`config.mk`:
```
export PLATFORM = sky130hd
export DESIGN_NAME = uvs_queue
export DESIGN_NICKNAME = d
export VERILOG_FILES = /design/src/hw/rtl/uvs_pkg.sv /design/src/hw/rtl/uvs_queue.sv
export SDC_FILE = /design/constraint.sdc
export NUM_CORES = 1
export LEC_CHECK = 0
export BUFFER_PORTS_ARGS = -buffer_cell sky130_fd_sc_hd__buf_2
export CAP_MARGIN = 10
export CORE_ASPECT_RATIO = 0.9
export CORE_UTILIZATION = 50
export DETAILED_ROUTE_END_ITERATION = 8
export PLACE_DENSITY = 0.73
export SLEW_MARGIN = 10
export SYNTH_ARGS = -nofsm -noshare
export SYNTH_HDL_FRONTEND = slang
export SYNTH_SLANG_ARGS = --single-unit
```
`constraint.sdc`:
```
create_clock -name clock -period 2.5 [get_ports clock]
set_input_delay 0.375 -clock clock [delete_from_list [all_inputs] [get_ports clock]]
set_output_delay 0.375 -clock clock [all_outputs]
set_load 0.1 [all_outputs]
```
`src/hw/rtl/uvs_pkg.sv`:
```
`timescale 1ns / 1ps
// ----------------------------------------------------------------------------
// uvs_pkg
// Shared types, constants and fixed-point helpers of the uv sphere generator.
// ----------------------------------------------------------------------------
package uvs_pkg;

   // field widths
   localparam int COL_W  = 9;
   localparam int DIVS_W = 9;
   localparam int RAD_W  = 16;
   localparam int FIX_W  = 16;
   localparam int TEX_W  = 17;
   localparam int IDX_W  = 17;
   localparam int CSR_W  = 16;

   // divisions
   localparam int            MAX_DIVISIONS_DEF = 256;
   localparam logic [DIVS_W-1:0] LON_MIN = 9'd3;
   localparam logic [DIVS_W-1:0] LAT_MIN = 9'd2;
   localparam logic [DIVS_W-1:0] LON_RESET = 9'd16;
   localparam logic [DIVS_W-1:0] LAT_RESET = 9'd8;
   localparam logic [RAD_W-1:0]  RADIUS_RESET = 16'd256;

   // queue and pipeline geometry
   localparam int QUEUE_DEPTH = 4;
   localparam int DIV_STEPS   = 17;
   localparam int NUM_W       = 26;
   localparam int SIN_LAT     = 5;
   localparam int SB_LEN      = DIV_STEPS + SIN_LAT + 2;

   // quarter-wave polynomial
   localparam logic [17:0] POLY_C1 = 18'd205887;
   localparam logic [16:0] POLY_C2 = 17'd84093;
   localparam logic [13:0] POLY_C3 = 14'd9278;
   localparam logic [15:0] QUARTER_TURN = 16'd16384;

   typedef enum logic {
      ACT_VERTEX = 1'b0,
      ACT_QUAD   = 1'b1
   } action_type;

   typedef enum logic [1:0] {
      CSR_LON    = 2'd0,
      CSR_LAT    = 2'd1,
      CSR_RADIUS = 2'd2
   } csr_index_type;

   // one accepted request with clamped divisions
   typedef struct packed {
      logic              action;
      logic [COL_W-1:0]  col;
      logic [COL_W-1:0]  row;
      logic [DIVS_W-1:0] lon;
      logic [DIVS_W-1:0] lat;
   } job_type;

   typedef struct packed {
      logic    valid;
      job_type job;
   } push_type;

   // control carried alongside the arithmetic pipeline
   typedef struct packed {
      logic              valid;
      logic              action;
      logic [IDX_W-1:0]  corner;
      logic [DIVS_W-1:0] lon;
   } sideband_type;

   typedef struct packed {
      logic [TEX_W-1:0] u;
      logic [TEX_W-1:0] v;
   } tex_type;

   // signed q1.14 product, rounded half away from zero
   function automatic logic signed [17:0] mul_round14(input logic signed [15:0] a,
                                                      input logic signed [15:0] b);
      logic signed [31:0] p;
      logic [31:0]        m;
      logic [17:0]        r;
      p = a * b;
      m = p[31] ? 32'(-p) : 32'(p);
      r = 18'((m + 32'd8192) >> 14);
      return p[31] ? -$signed(r) : $signed(r);
   endfunction

   function automatic logic signed [15:0] sat16(input logic signed [17:0] v);
      if (v > 18'sd32767) begin
         return 16'sh7fff;
      end else if (v < -18'sd32768) begin
         return 16'sh8000;
      end
      return v[15:0];
   endfunction

endpackage

```
`src/hw/rtl/uvs_queue.sv`:
```
`timescale 1ns / 1ps
// ----------------------------------------------------------------------------
// uvs_queue
// Short request queue between intake and the arithmetic pipeline.
// ----------------------------------------------------------------------------
module uvs_queue (
   input  logic              clock,
   input  logic              reset,
   input  uvs_pkg::push_type push,
   output logic              push_ready,
   input  logic              pop,
   output logic              head_valid,
   output uvs_pkg::job_type  head
);
   import uvs_pkg::*;

   localparam int PTR_W = $clog2(QUEUE_DEPTH);
   localparam int CNT_W = $clog2(QUEUE_DEPTH + 1);

   job_type           mem_ff [QUEUE_DEPTH];
   logic [PTR_W-1:0]  wr_ptr_ff, wr_ptr_in;
   logic [PTR_W-1:0]  rd_ptr_ff, rd_ptr_in;
   logic [CNT_W-1:0]  count_ff, count_in;

   assign push_ready = count_ff < CNT_W'(QUEUE_DEPTH);
   assign head_valid = count_ff != '0;
   assign head       = mem_ff[rd_ptr_ff];

   // pointer and fill count
   always_comb begin
      wr_ptr_in = push.valid ? wr_ptr_ff + 1'b1 : wr_ptr_ff;
      rd_ptr_in = pop ? rd_ptr_ff + 1'b1 : rd_ptr_ff;
      count_in  = count_ff + CNT_W'(push.valid) - CNT_W'(pop);
   end

   always_ff @(posedge clock) begin
      if (reset) begin
         wr_ptr_ff <= '0;
         rd_ptr_ff <= '0;
         count_ff  <= '0;
      end else begin
         wr_ptr_ff <= wr_ptr_in;
         rd_ptr_ff <= rd_ptr_in;
         count_ff  <= count_in;
      end
   end

   // storage
   always_ff @(posedge clock) begin
      if (push.valid) begin
         mem_ff[wr_ptr_ff] <= push.job;
      end
   end

`ifndef SYNTH
   a_no_overflow: assert property (@(posedge clock) disable iff (reset)
      push.valid |-> (count_ff < CNT_W'(QUEUE_DEPTH)) || pop)
      else $error("request pushed into a full queue");
   a_no_underflow: assert property (@(posedge clock) disable iff (reset)
      pop |-> count_ff != '0)
      else $error("request popped from an empty queue");
   a_count_step: assert property (@(posedge clock) disable iff (reset)
      (push.valid && !pop) |=> count_ff == $past(count_ff) + 1'b1)
      else $error("queue count did not follow a push");
`endif

endmodule

```
Yosys cells after proc, flatten, opt, wreduce, memory -nomap -nowiden
Memories as Yosys holds them, arrays and structs flattened. A register that Yosys moved wholly into a read port is not among the register bits.
Index checks and enable logic that the tools add are counted.
{ "op_classes": {"n_addsub": 4, "muxes": 4, "n_lt_le_gt_ge": 1, "reduce_logical": 1} }
{ "op_table": {"columns": ["cell", "count"], "rows": [
  ["adder 2 x 1 -> 2 bit, second input constant", 2],
  ["two-way mux 2 bit", 2],
  ["adder 3 x 1 -> 3 bit", 1],
  ["less-than comparator 3 bit, second input constant", 1],
  ["nonzero test 3 bit", 1],
  ["subtractor 3 x 1 -> 3 bit", 1],
  ["two-way mux 1 bit", 2]
]} }
{ "word_totals": {"in_bits": 41, "elab_cells": 14, "ram_bits": 148, "ff_bits": 7, "n_memories": 1, "output_inout_bits": 39} }
{ "mem_list": {"columns": ["memory", "words", "word_bits", "read_ports", "rd_clocked_by_memory_dff", "write_ports", "line", "text"], "rows": [
  ["mem_ff", 4, 37, 1, 1, 1, "uvs_queue.sv:20", "job_type mem_ff [QUEUE_DEPTH];"]
]} }

Longest topological paths before layout
{ "depth": {"ltp_word": 3, "depth_mapped": 8} }

Worst setup path after synthesis
OpenSTA, ideal clock, no wires.
{ "synth_path": {"path_kind": "register to output", "start": "register (tool-made name)", "end": "output head[29] (netlist name)", "arrival_time_ns": 1.472, "path_slack_ns": 0.653, "stages_incl_launch_ff": 3, "path_cell_list": "dfxtp_1 > buf_6 > mux4_1"} }
{ "synth_rtl": {"columns": ["element", "line", "text"], "rows": [
  ["end: declaration", "uvs_queue.sv:13", "output uvs_pkg::job_type head"]
]} }

==> flow_metrics.env <==
export IMPL_synth_area_leaders="edfxtp_1 76%, mux4_2 12%, mux4_1 3.2%"
export IMPL_initial_utilization=0.512
export IMPL_rsz0062_at_grt="no"
export IMPL_synth_most_common_cell="edfxtp_1"
export IMPL_via_count=2631
export IMPL_worstSkewPairLatency_ns=0.42
export IMPL_end_kind="output pin"
export IMPL_clock_fmax_mhz=426
export IMPL_dieHeight_um=104
export IMPL_cts_num_sinks=157
export IMPL_synth_cell_types=22
export IMPL_final_fill_count=841
export IMPL_max_cap_viol_count=0
export IMPL_grt_overflow_total=0
export IMPL_synthFlopType="edfxtp_1"
export IMPL_p_leak_nw=2.40
export IMPL_p_int_mw=4.67
export IMPL_grtUsageTotal=0.176
export IMPL_finalCritPeriodShare=0.939
export IMPL_grt_max_degree=38
export IMPL_ios=80
export IMPL_drcViolationCount=2
export IMPL_area_growth_pct=19.4
export IMPL_clockRootBuffer="clkbuf_16"
export IMPL_syn_num_nets=283
export IMPL_share_comb_of_total_power=0.197
export IMPL_clock_skew_ns=0.00555
export IMPL_finalSetupTns_ns=0
export IMPL_syn_inst=235
export IMPL_io_buffer_count=79
export IMPL_final_max_slew_viol_count=0
export IMPL_crit_path_cell_trace="buf_4 > mux4_1 > buf_2"
export IMPL_multi_input_area_mm2=0.00109
export IMPL_final_core_util=0.611
export IMPL_ant_nets=0
export IMPL_ys_seq_elements=157
export IMPL_min_path_type="in2reg"
export IMPL_grt_pass1_vias=2790
export IMPL_p_sw_mw=2.01
export IMPL_worst_slew_pin_slew_ns=0.605
export IMPL_instances_no_fill=500
export IMPL_die_w_um=116
export IMPL_synth_commonest_cells="148 x edfxtp_1, 30 x mux4_2, 9 x dfxtp_1"
export IMPL_yosysTopAreaCell="edfxtp_1"
export IMPL_hpwl_um=5560
export IMPL_post_place_cells=469
export IMPL_async_flop_share=0
export IMPL_ys_seq_area_frac=0.793
export IMPL_nNetsFinal=380
export IMPL_place_ws_ns=0.594
export IMPL_slew_headroom=0.597
export IMPL_cts_resized=0
export IMPL_cp_max_fo=14
export IMPL_status="complete, but fails checks"
export IMPL_p_per_area_mw_per_mm2=960
export IMPL_syn_avg_cell_area_um2=24.8
export IMPL_die_area_mm2=0.0121
export IMPL_first_pass_iters=6
export IMPL_cts_setup_buffers=0
export IMPL_critPathArrivalTime_ns=1.97
export IMPL_yosysTopAreaCellShare=0.762
export IMPL_worstSetupPathType="reg2out"
export IMPL_setup_viol=0
export IMPL_cts_inserted_buffers=17
export IMPL_totalPowerFinal_mw=6.68
export IMPL_regArea_mm2=0.00463
export IMPL_synth_edf_count=148
export IMPL_p_clk_frac=0.343
export IMPL_p_seq_frac=0.459
export IMPL_wl_per_cell_um=18.8
export IMPL_clk_pin_slew_ns=0.06
export IMPL_postCtsHoldBufs=0
export IMPL_required_ns=2.12
export IMPL_cts_buffer_depth=2
export IMPL_ys_warn_count=0
export IMPL_min_period_ns=2.35
export IMPL_switching_share=0.301
export IMPL_rows=37
export IMPL_fin_ws_ns=0.152
export IMPL_diodes=0
export IMPL_place_gp_congestion=0.650
export IMPL_crit_slowest_cell="mux4_1"
export IMPL_violations="design-rule violations"
export IMPL_first_iter_violations=203
export IMPL_grt_pass1_wl_um=14800
export IMPL_synth_cell_area_mm2=0.00583
export IMPL_cpPeakStageDelay_ns=0.60
export IMPL_cts_tree="built"
export IMPL_hold_viol=0
export IMPL_core_mm2=0.0114
export IMPL_startpoint_type="flip-flop"
export IMPL_antenna_found_initial=0
export IMPL_via_per_inst=5.26
export IMPL_drive_above_1_share=0.433
export IMPL_irDropWorstVdd_mv=0.847
export IMPL_routed_wl_um=9420
export IMPL_htree_levels=4
==> area by class of cell <==
cell class / instances / area share
inverter: 6 / 0.00324
tap: 156 / 0.0280
timing repair buffer: 87 / 0.0708
multi-input combinational: 63 / 0.157
clock buffer: 19 / 0.0622
sequential: 157 / 0.665
clock inverter: 12 / 0.0142
==> sequential cells by signal, indices dropped and copies added, names as in the netlist, named ones only <==
name / cells
count_ff: 3
mem_ff: 148
rd_ptr_ff: 2
wr_ptr_ff: 2
==> cell families (layout without fill, tap and decap cells) <==
group / Yosys count / in the layout / synth area share
AOI/OAI and AO/OA: 2 / 2 / 0.00257
adders and majority gates: 7 / 7 / 0.0163
xor gates and xnor gates: 3 / 3 / 0.00687
and+or+nand+nor: 13 / 13 / 0.0116
buffers and inverters: 15 / 124 / 0.0202
muxes: 38 / 38 / 0.149
DFF: 157 / 157 / 0.793
==> power by group through the flow <==
stage	clock (mW)	sequential, mW	combinational [mW]
6_report	2.29	3.07	1.32
5_1_grt	2.46	3.08	1.38
4_1_cts	2.35	3.07	1.33
3_5_place_dp	0	3.12	1.33
3_3_place_gp	0	3.12	1.32
2_1_floorplan	0	3.11	1.12
==> through the flow <==
step | instance area, µm² | hold slack [ns]
after global routing | 6960 | 0.152
final | 6960 | 0.169
after CTS | 6960 | 0.151
after detailed placement | 6430 | 0.542
after global placement | 6430 | 0.514
after floorplan | 5830 | 0.474
==> worst paths after layout <==
path | from | end | slack, ns | cells past startpoint
min | push[19] | mem_ff[1][19]$_DFFE_PP_ | 0.17 | 1
max reg2reg | wr_ptr_ff[0]$_SDFFE_PP0P_ | mem_ff[0][14]$_DFFE_PP_ | 0.84 | 4
min reg2reg | wr_ptr_ff[1]$_SDFFE_PP0P_ | wr_ptr_ff[1]$_SDFFE_PP0P_ | 0.55 | 2
max | flip-flop | head[30] | 0.15 | 3
==> critical path, delay by kind of cell, from the launching register on <==
kind / cells / cell delay [ns]
mux: 1 / 0.60
buf+inv: 2 / 0.60
flops: 1 / 0.35
==> cells in the final DEF (no fill, tap or decap), types with 5 or more instances in the layout <==
cell and instances:
buf_2 79, inv_1 6, ha_1 6, mux4_2 30, dfxtp_1 7, edfxtp_1 148
buf_4 5, mux4_1 7, nor2_1 6, clkbuf_16 17
==> metal layers <==
layer,up-vias,part of all wire,GRT usage
li1,1178,-,-
met5,-,0,0
met4,0,0.017,0.0769
met3,12,0.068,0.0699
met2,82,0.51,0.273
met1,1359,0.41,0.219
No activity file was read; power rests on OpenSTA's default activity.
