File: config.mk
export PLATFORM = sky130hd
export DESIGN_NAME = uvs_front_flat
export DESIGN_NICKNAME = d
export VERILOG_FILES = /design/src/hw/rtl/uvs_pkg.sv /design/src/hw/rtl/uvs_req_if.sv /design/src/hw/rtl/uvs_ram_unused_placeholder.sv /design/src/flat_wrapper.sv
export SDC_FILE = /design/constraint.sdc
export NUM_CORES = 1
export LEC_CHECK = 0
export BUFFER_PORTS_ARGS = -buffer_cell sky130_fd_sc_hd__buf_4
export CORE_MARGIN = 2
export CORE_UTILIZATION = 34
export DETAILED_ROUTE_END_ITERATION = 7
export PLACE_DENSITY = 0.89
export RECOVER_POWER = 100
export REMOVE_ABC_BUFFERS = 1
export SLEW_MARGIN = 5
export SYNTH_ARGS = -nofsm -noshare
export SYNTH_HDL_FRONTEND = slang
export SYNTH_SLANG_ARGS = --single-unit
export TNS_END_PERCENT = 100
File: constraint.sdc
create_clock -name vclk -period 4
set_clock_uncertainty 0.1 [all_clocks]
set_input_delay 1.2 -clock vclk [all_inputs]
set_output_delay 1.2 -clock vclk [all_outputs]
set_load 0.01 [all_outputs]
File: src/hw/rtl/uvs_pkg.sv
`timescale 1ns / 1ps
// ----------------------------------------------------------------------------
// uvs_pkg
// Shared types, constants and fixed-point helpers of the uv sphere generator.
// ----------------------------------------------------------------------------
package uvs_pkg;

   // field widths
   localparam int COL_W  = 9;
   localparam int DIVS_W = 9;
   localparam int RAD_W  = 16;
   localparam int FIX_W  = 16;
   localparam int TEX_W  = 17;
   localparam int IDX_W  = 17;
   localparam int CSR_W  = 16;

   // divisions
   localparam int            MAX_DIVISIONS_DEF = 256;
   localparam logic [DIVS_W-1:0] LON_MIN = 9'd3;
   localparam logic [DIVS_W-1:0] LAT_MIN = 9'd2;
   localparam logic [DIVS_W-1:0] LON_RESET = 9'd16;
   localparam logic [DIVS_W-1:0] LAT_RESET = 9'd8;
   localparam logic [RAD_W-1:0]  RADIUS_RESET = 16'd256;

   // queue and pipeline geometry
   localparam int QUEUE_DEPTH = 4;
   localparam int DIV_STEPS   = 17;
   localparam int NUM_W       = 26;
   localparam int SIN_LAT     = 5;
   localparam int SB_LEN      = DIV_STEPS + SIN_LAT + 2;

   // quarter-wave polynomial
   localparam logic [17:0] POLY_C1 = 18'd205887;
   localparam logic [16:0] POLY_C2 = 17'd84093;
   localparam logic [13:0] POLY_C3 = 14'd9278;
   localparam logic [15:0] QUARTER_TURN = 16'd16384;

   typedef enum logic {
      ACT_VERTEX = 1'b0,
      ACT_QUAD   = 1'b1
   } action_type;

   typedef enum logic [1:0] {
      CSR_LON    = 2'd0,
      CSR_LAT    = 2'd1,
      CSR_RADIUS = 2'd2
   } csr_index_type;

   // one accepted request with clamped divisions
   typedef struct packed {
      logic              action;
      logic [COL_W-1:0]  col;
      logic [COL_W-1:0]  row;
      logic [DIVS_W-1:0] lon;
      logic [DIVS_W-1:0] lat;
   } job_type;

   typedef struct packed {
      logic    valid;
      job_type job;
   } push_type;

   // control carried alongside the arithmetic pipeline
   typedef struct packed {
      logic              valid;
      logic              action;
      logic [IDX_W-1:0]  corner;
      logic [DIVS_W-1:0] lon;
   } sideband_type;

   typedef struct packed {
      logic [TEX_W-1:0] u;
      logic [TEX_W-1:0] v;
   } tex_type;

   // signed q1.14 product, rounded half away from zero
   function automatic logic signed [17:0] mul_round14(input logic signed [15:0] a,
                                                      input logic signed [15:0] b);
      logic signed [31:0] p;
      logic [31:0]        m;
      logic [17:0]        r;
      p = a * b;
      m = p[31] ? 32'(-p) : 32'(p);
      r = 18'((m + 32'd8192) >> 14);
      return p[31] ? -$signed(r) : $signed(r);
   endfunction

   function automatic logic signed [15:0] sat16(input logic signed [17:0] v);
      if (v > 18'sd32767) begin
         return 16'sh7fff;
      end else if (v < -18'sd32768) begin
         return 16'sh8000;
      end
      return v[15:0];
   endfunction

endpackage

File: src/hw/rtl/uvs_req_if.sv
`timescale 1ns / 1ps
// ----------------------------------------------------------------------------
// uvs_req_if
// Request channel: action and grid point with valid/ready handshake.
// ----------------------------------------------------------------------------
interface uvs_req_if;
   import uvs_pkg::*;

   logic             valid;
   logic             ready;
   logic             action;
   logic [COL_W-1:0] grid_col;
   logic [COL_W-1:0] grid_row;

   modport source (output valid, action, grid_col, grid_row, input ready);
   modport sink   (input valid, action, grid_col, grid_row, output ready);
endinterface

File: src/hw/rtl/uvs_ram_unused_placeholder.sv
`timescale 1ns / 1ps
// ----------------------------------------------------------------------------
// uvs_front
// Request intake: clamps the divisions, range-checks and classifies requests.
// ----------------------------------------------------------------------------
module uvs_front #(
   parameter int MAX_DIVISIONS = uvs_pkg::MAX_DIVISIONS_DEF
) (
   uvs_req_if.sink                      req,
   input  logic [uvs_pkg::DIVS_W-1:0]   lon_cfg,
   input  logic [uvs_pkg::DIVS_W-1:0]   lat_cfg,
   input  logic                         queue_ready,
   output uvs_pkg::push_type            push
);
   import uvs_pkg::*;

   logic [DIVS_W-1:0] lon;
   logic [DIVS_W-1:0] lat;
   logic              in_range;

   // clamp divisions to the legal range
   always_comb begin
      if (lon_cfg < LON_MIN) begin
         lon = LON_MIN;
      end else if (32'(lon_cfg) > MAX_DIVISIONS) begin
         lon = DIVS_W'(MAX_DIVISIONS);
      end else begin
         lon = lon_cfg;
      end
      if (lat_cfg < LAT_MIN) begin
         lat = LAT_MIN;
      end else if (32'(lat_cfg) > MAX_DIVISIONS) begin
         lat = DIVS_W'(MAX_DIVISIONS);
      end else begin
         lat = lat_cfg;
      end
   end

   // quads need a full cell, vertices may sit on the far edge
   always_comb begin
      if (req.action == ACT_QUAD) begin
         in_range = (req.grid_col < lon) && (req.grid_row < lat);
      end else begin
         in_range = (req.grid_col <= lon) && (req.grid_row <= lat);
      end
   end

   // out of range requests are consumed without a result
   assign req.ready       = queue_ready;
   assign push.valid      = req.valid && queue_ready && in_range;
   assign push.job.action = req.action;
   assign push.job.col    = req.grid_col;
   assign push.job.row    = req.grid_row;
   assign push.job.lon    = lon;
   assign push.job.lat    = lat;

endmodule

File: src/flat_wrapper.sv
// flat-port wrapper written by rule: the top's interface ports become plain ports
module uvs_front_flat import uvs_pkg::*;
#(
   parameter int MAX_DIVISIONS = uvs_pkg::MAX_DIVISIONS_DEF
)
  (lon_cfg, lat_cfg, queue_ready, push, req_valid, req_action, req_grid_col, req_grid_row, req_ready);
  uvs_req_if req_i ();
  input  logic [uvs_pkg::DIVS_W-1:0] lon_cfg;
  input  logic [uvs_pkg::DIVS_W-1:0] lat_cfg;
  input  logic queue_ready;
  output uvs_pkg::push_type push;
  input wire logic [$bits(req_i.valid)-1:0] req_valid;
  input wire logic [$bits(req_i.action)-1:0] req_action;
  input wire logic [$bits(req_i.grid_col)-1:0] req_grid_col;
  input wire logic [$bits(req_i.grid_row)-1:0] req_grid_row;
  output wire logic [$bits(req_i.ready)-1:0] req_ready;
  assign req_i.valid = req_valid;
  assign req_i.action = req_action;
  assign req_i.grid_col = req_grid_col;
  assign req_i.grid_row = req_grid_row;
  assign req_ready = req_i.ready;
  uvs_front #(.MAX_DIVISIONS(MAX_DIVISIONS)) u_core (.req(req_i), .lon_cfg(lon_cfg), .lat_cfg(lat_cfg), .queue_ready(queue_ready), .push(push));
endmodule
* Word level (Yosys, flattened, before mapping)
Cells that the tools add are included. W data, S select, Z words.
Storage, ports and cells: flip-flop bits (word level) 0, input bits 39, output and inout bits 39
Cells by class: $lt $le $gt $ge 8, mux-type cells 5, reductions and logical operators 4
Operators by type and width (count):
- $mux W9 | 4
- $gt A9 B9 Y1 const B | 2
- $le A9 B9 Y1 | 2
- $lt A9 B2 Y1 const B | 2
- $lt A9 B9 Y1 | 2
- $logic_and A1 B1 Y1 | 4
- $mux W1 | 1

* Longest topological paths before layout
depth in word-level cells 7, mapped depth 9, depth with buffers taken out 9

* Worst setup path before layout
No wires, ideal clock.
path type in2out, from input port lat_cfg[4] (netlist bit), to output port push[37] (netlist bit), data arrival time 2.994 ns, required time 2.700 ns, setup slack -0.294 ns, stages 8, buffers on the path 0, path through nor4_1 nand2_1 a21oi_1 inv_1 ha_1 nand4_1 or4_1 a22oi_2
RTL lines:
- start, declared | RTL line flat_wrapper.sv:9 | input logic [uvs_pkg::DIVS_W-1:0] lat_cfg;
- end, declared | RTL line flat_wrapper.sv:11 | output uvs_pkg::push_type push;

==> impl_metrics.tcl <==
set metrics [dict create \
    outcome "finished with violations" \
    violations "negative setup slack" \
    ioPinCount 78 \
    hold_class "input pin to output port" \
    met1_usage_pct 21.2 \
    die_w_um 51.0 \
    synthCells 111 \
    relSlewSlack_pct 82.9 \
    synth_area_um2 752 \
    initialDrtViolationCount 21 \
    hold_ws_ns 2.52 \
    clockBufferCount 0 \
    hold_violations 0 \
    fillers 214 \
    use_met2_pct 35.3 \
    yosysWarnings 0 \
    path_max_fanout 2 \
    drt-wirelength-per-cell_um 12.8 \
    layout_setup_ws_ns -0.615 \
    dieArea_um2 2600 \
    cpPeakStageDelay_ns 0.43 \
    fin_crit_ns 4.62 \
    grt_pass1_wl_um 3760 \
    ant_nets 0 \
    n_antenna_cell 0 \
    drc_errors 0 \
    max_freq_mhz 217 \
    crit_top_cell "buf_6" \
    ir_drop_mv 0.0456 \
    grt_max_degree 8 \
    crit_path_top_delay_cell "or4_4" \
    initial_core_util_pct 35.0 \
    ys_types 25 \
    vias 1008 \
    port_buffers 78 \
    syn_to_final_growth_pct 70.5 \
    gr-usage-all-layers_pct 17.8 \
    grt-ovfl-total 0 \
    cap_violations 0 \
    required_ns 2.70 \
    coreArea_um2 2150 \
    post-route-period-util_pct 115 \
    endpoint "push[37]" \
    grt_antenna_before_repair 0 \
    final_layout_size_suffix_gt1_share_pct 40.1 \
    gp_congestion 0.765 \
    busiest_layer "met2" \
    maxSlewViolCount 0 \
    tightest_slew_ns 0.255 \
    vias_per_cell 4.80 \
    dp_slack_ns -0.603 \
    end_kind "output port" \
    multi_input_area_um2 579 \
    regArea_um2 0 \
    gr-usage-met3_pct 0.877 \
    drtPass1Iterations 3 \
    worstSetupPathType "input pin to output port" \
    crit_path_start_kind "input pin" \
    wl_um 2680 \
    hpwl_um 2120 \
    leakage_nw 0.721 \
    avgSynthCellArea_um2 6.77 \
    place_inst 207 \
    nets 241 \
    crit_path_start "lat_cfg[2]" \
    seq_cells 0 \
    grt_setup_unrepaired "yes" \
    setup_violations 1 \
    crit_chain "buf_6 > nor4_2 > nand2_1 > buf_6 > o31ai_4 > nand2_2 > ha_4 > nand4_1 > or4_4 > a22oi_2 > buf_4" \
    die_h_um 51.0 \
    num_rows 17 \
    worstPathArrival_ns 3.32 \
    power_density_nw_per_um2 108 \
    ys_seq_area_share_pct 0 \
    first_global_vias 913 \
    fin_cells 210 \
]
[metrics by stage]
step | util [%] | area (µm²) | power, mW | setup TNS [ns]
global placement | 60.7 | 1310 | 0.136 | -0.539
floorplan | - | 594 | 0.0487 | -0.294
finish | 59.7 | 1280 | 0.139 | -0.615
detailed placement | 60.7 | 1310 | 0.141 | -0.603
global route | 59.7 | 1280 | 0.153 | -0.720
CTS | 63.1 | 1360 | 0.146 | -0.547
[repair_timing]
item,CTS,global route
endpoints found under the hold margin,0,0
setup buffers,3,1
setup endpoints to repair,1,1
resized for setup,7,6
cloned,0,0
pin swaps,9,10
hold buffers,0,0
[worst max-delay path, delay by kind of cell]
| family | cells | cell delay [ns] |
|---|---|---|
| AO/OA/AOI/OAI | 2 | 0.37 |
| adder cells (fa/ha/maj) | 1 | 0.27 |
| buffers and inverters | 3 | 0.38 |
| AND/OR/NAND/NOR | 5 | 1.09 |
[final cells by class]
class                           count  share of cell area (%)
Timing Repair Buffer               93                    46.2
Multi-Input combinational cell     69                    45.2
Inverter                           20                    5.85
Tap cell                           28                    2.73
[where the power goes]
part	total (mW)	leakage (nW)	internal [mW]	switching, mW
registers	0	0	0	0
logic	0.139	0.721	0.0725	0.0666
clock network	0	0	0	0
total	0.139	0.721	0.0725	0.0666
[per-layer routing]
| layer | up-vias | wire [µm] |
|---|---|---|
| li1 | 502 | - |
| met1 | 461 | 994 |
| met2 | 37 | 1460 |
| met3 | 8 | 144 |
| met4 | 0 | 86 |
| met5 | - | 0 |
[worst min-delay path by stage]
stage                           start   endpoint  slack, ns  cells after the start
final                     queue_ready  req_ready       2.52                      2
after CTS                 queue_ready  req_ready       2.49                      2
after floorplan            lon_cfg[8]   push[17]       2.30                      0
after detailed placement  queue_ready  req_ready       2.49                      2
after global routing      queue_ready  req_ready       2.53                      2
after global placement    queue_ready  req_ready       2.49                      2
[logic make-up after synthesis]
logic type                 after synthesis  synth area share [%]
buffers and inverters                   42                  30.9
muxes                                    1                  1.50
AOI/OAI and AO/OA                       18                  17.5
and+or+nand+nor                         32                  20.1
adders and majority gates               18                  30.0
[cells in the final DEF, fill, tap and decap left out, drive strengths merged, types with 2 or more instances in the layout]
cell type  netlist  final
nor4             2      2
nand2           17     17
a21oi            6      6
nand4            4      4
buf             20     59
inv             20     20
a21o             3      3
nor2             4      4
ha              18     18
clkbuf           2     34
[synthesized netlist by cell type]
cell	count	area share [%]
a22oi_2	1	1.7
o211ai_1	1	1.0
a21o_1	3	3.0
nor2_1	4	2.0
and2_1	1	0.83
nand4_1	4	3.3
a21oi_1	6	4.0
buf_4	20	20
nand2b_1	1	0.83
nor4_1	2	1.7
o2111ai_1	1	1.2
o211a_1	1	1.3
inv_1	20	10
o21ai_0	1	0.66
ha_1	18	30
o31ai_1	1	1.0
mux2_2	1	1.5
nand2_1	17	8.5
a2111o_1	1	1.5
a211o_1	1	1.2
o21a_1	1	1.0
or3b_1	1	1.2
or4_1	1	1.0
clkbuf_1	2	1.0
or3_1	1	0.83
Note: power is estimated with default switching activity, not from simulation.
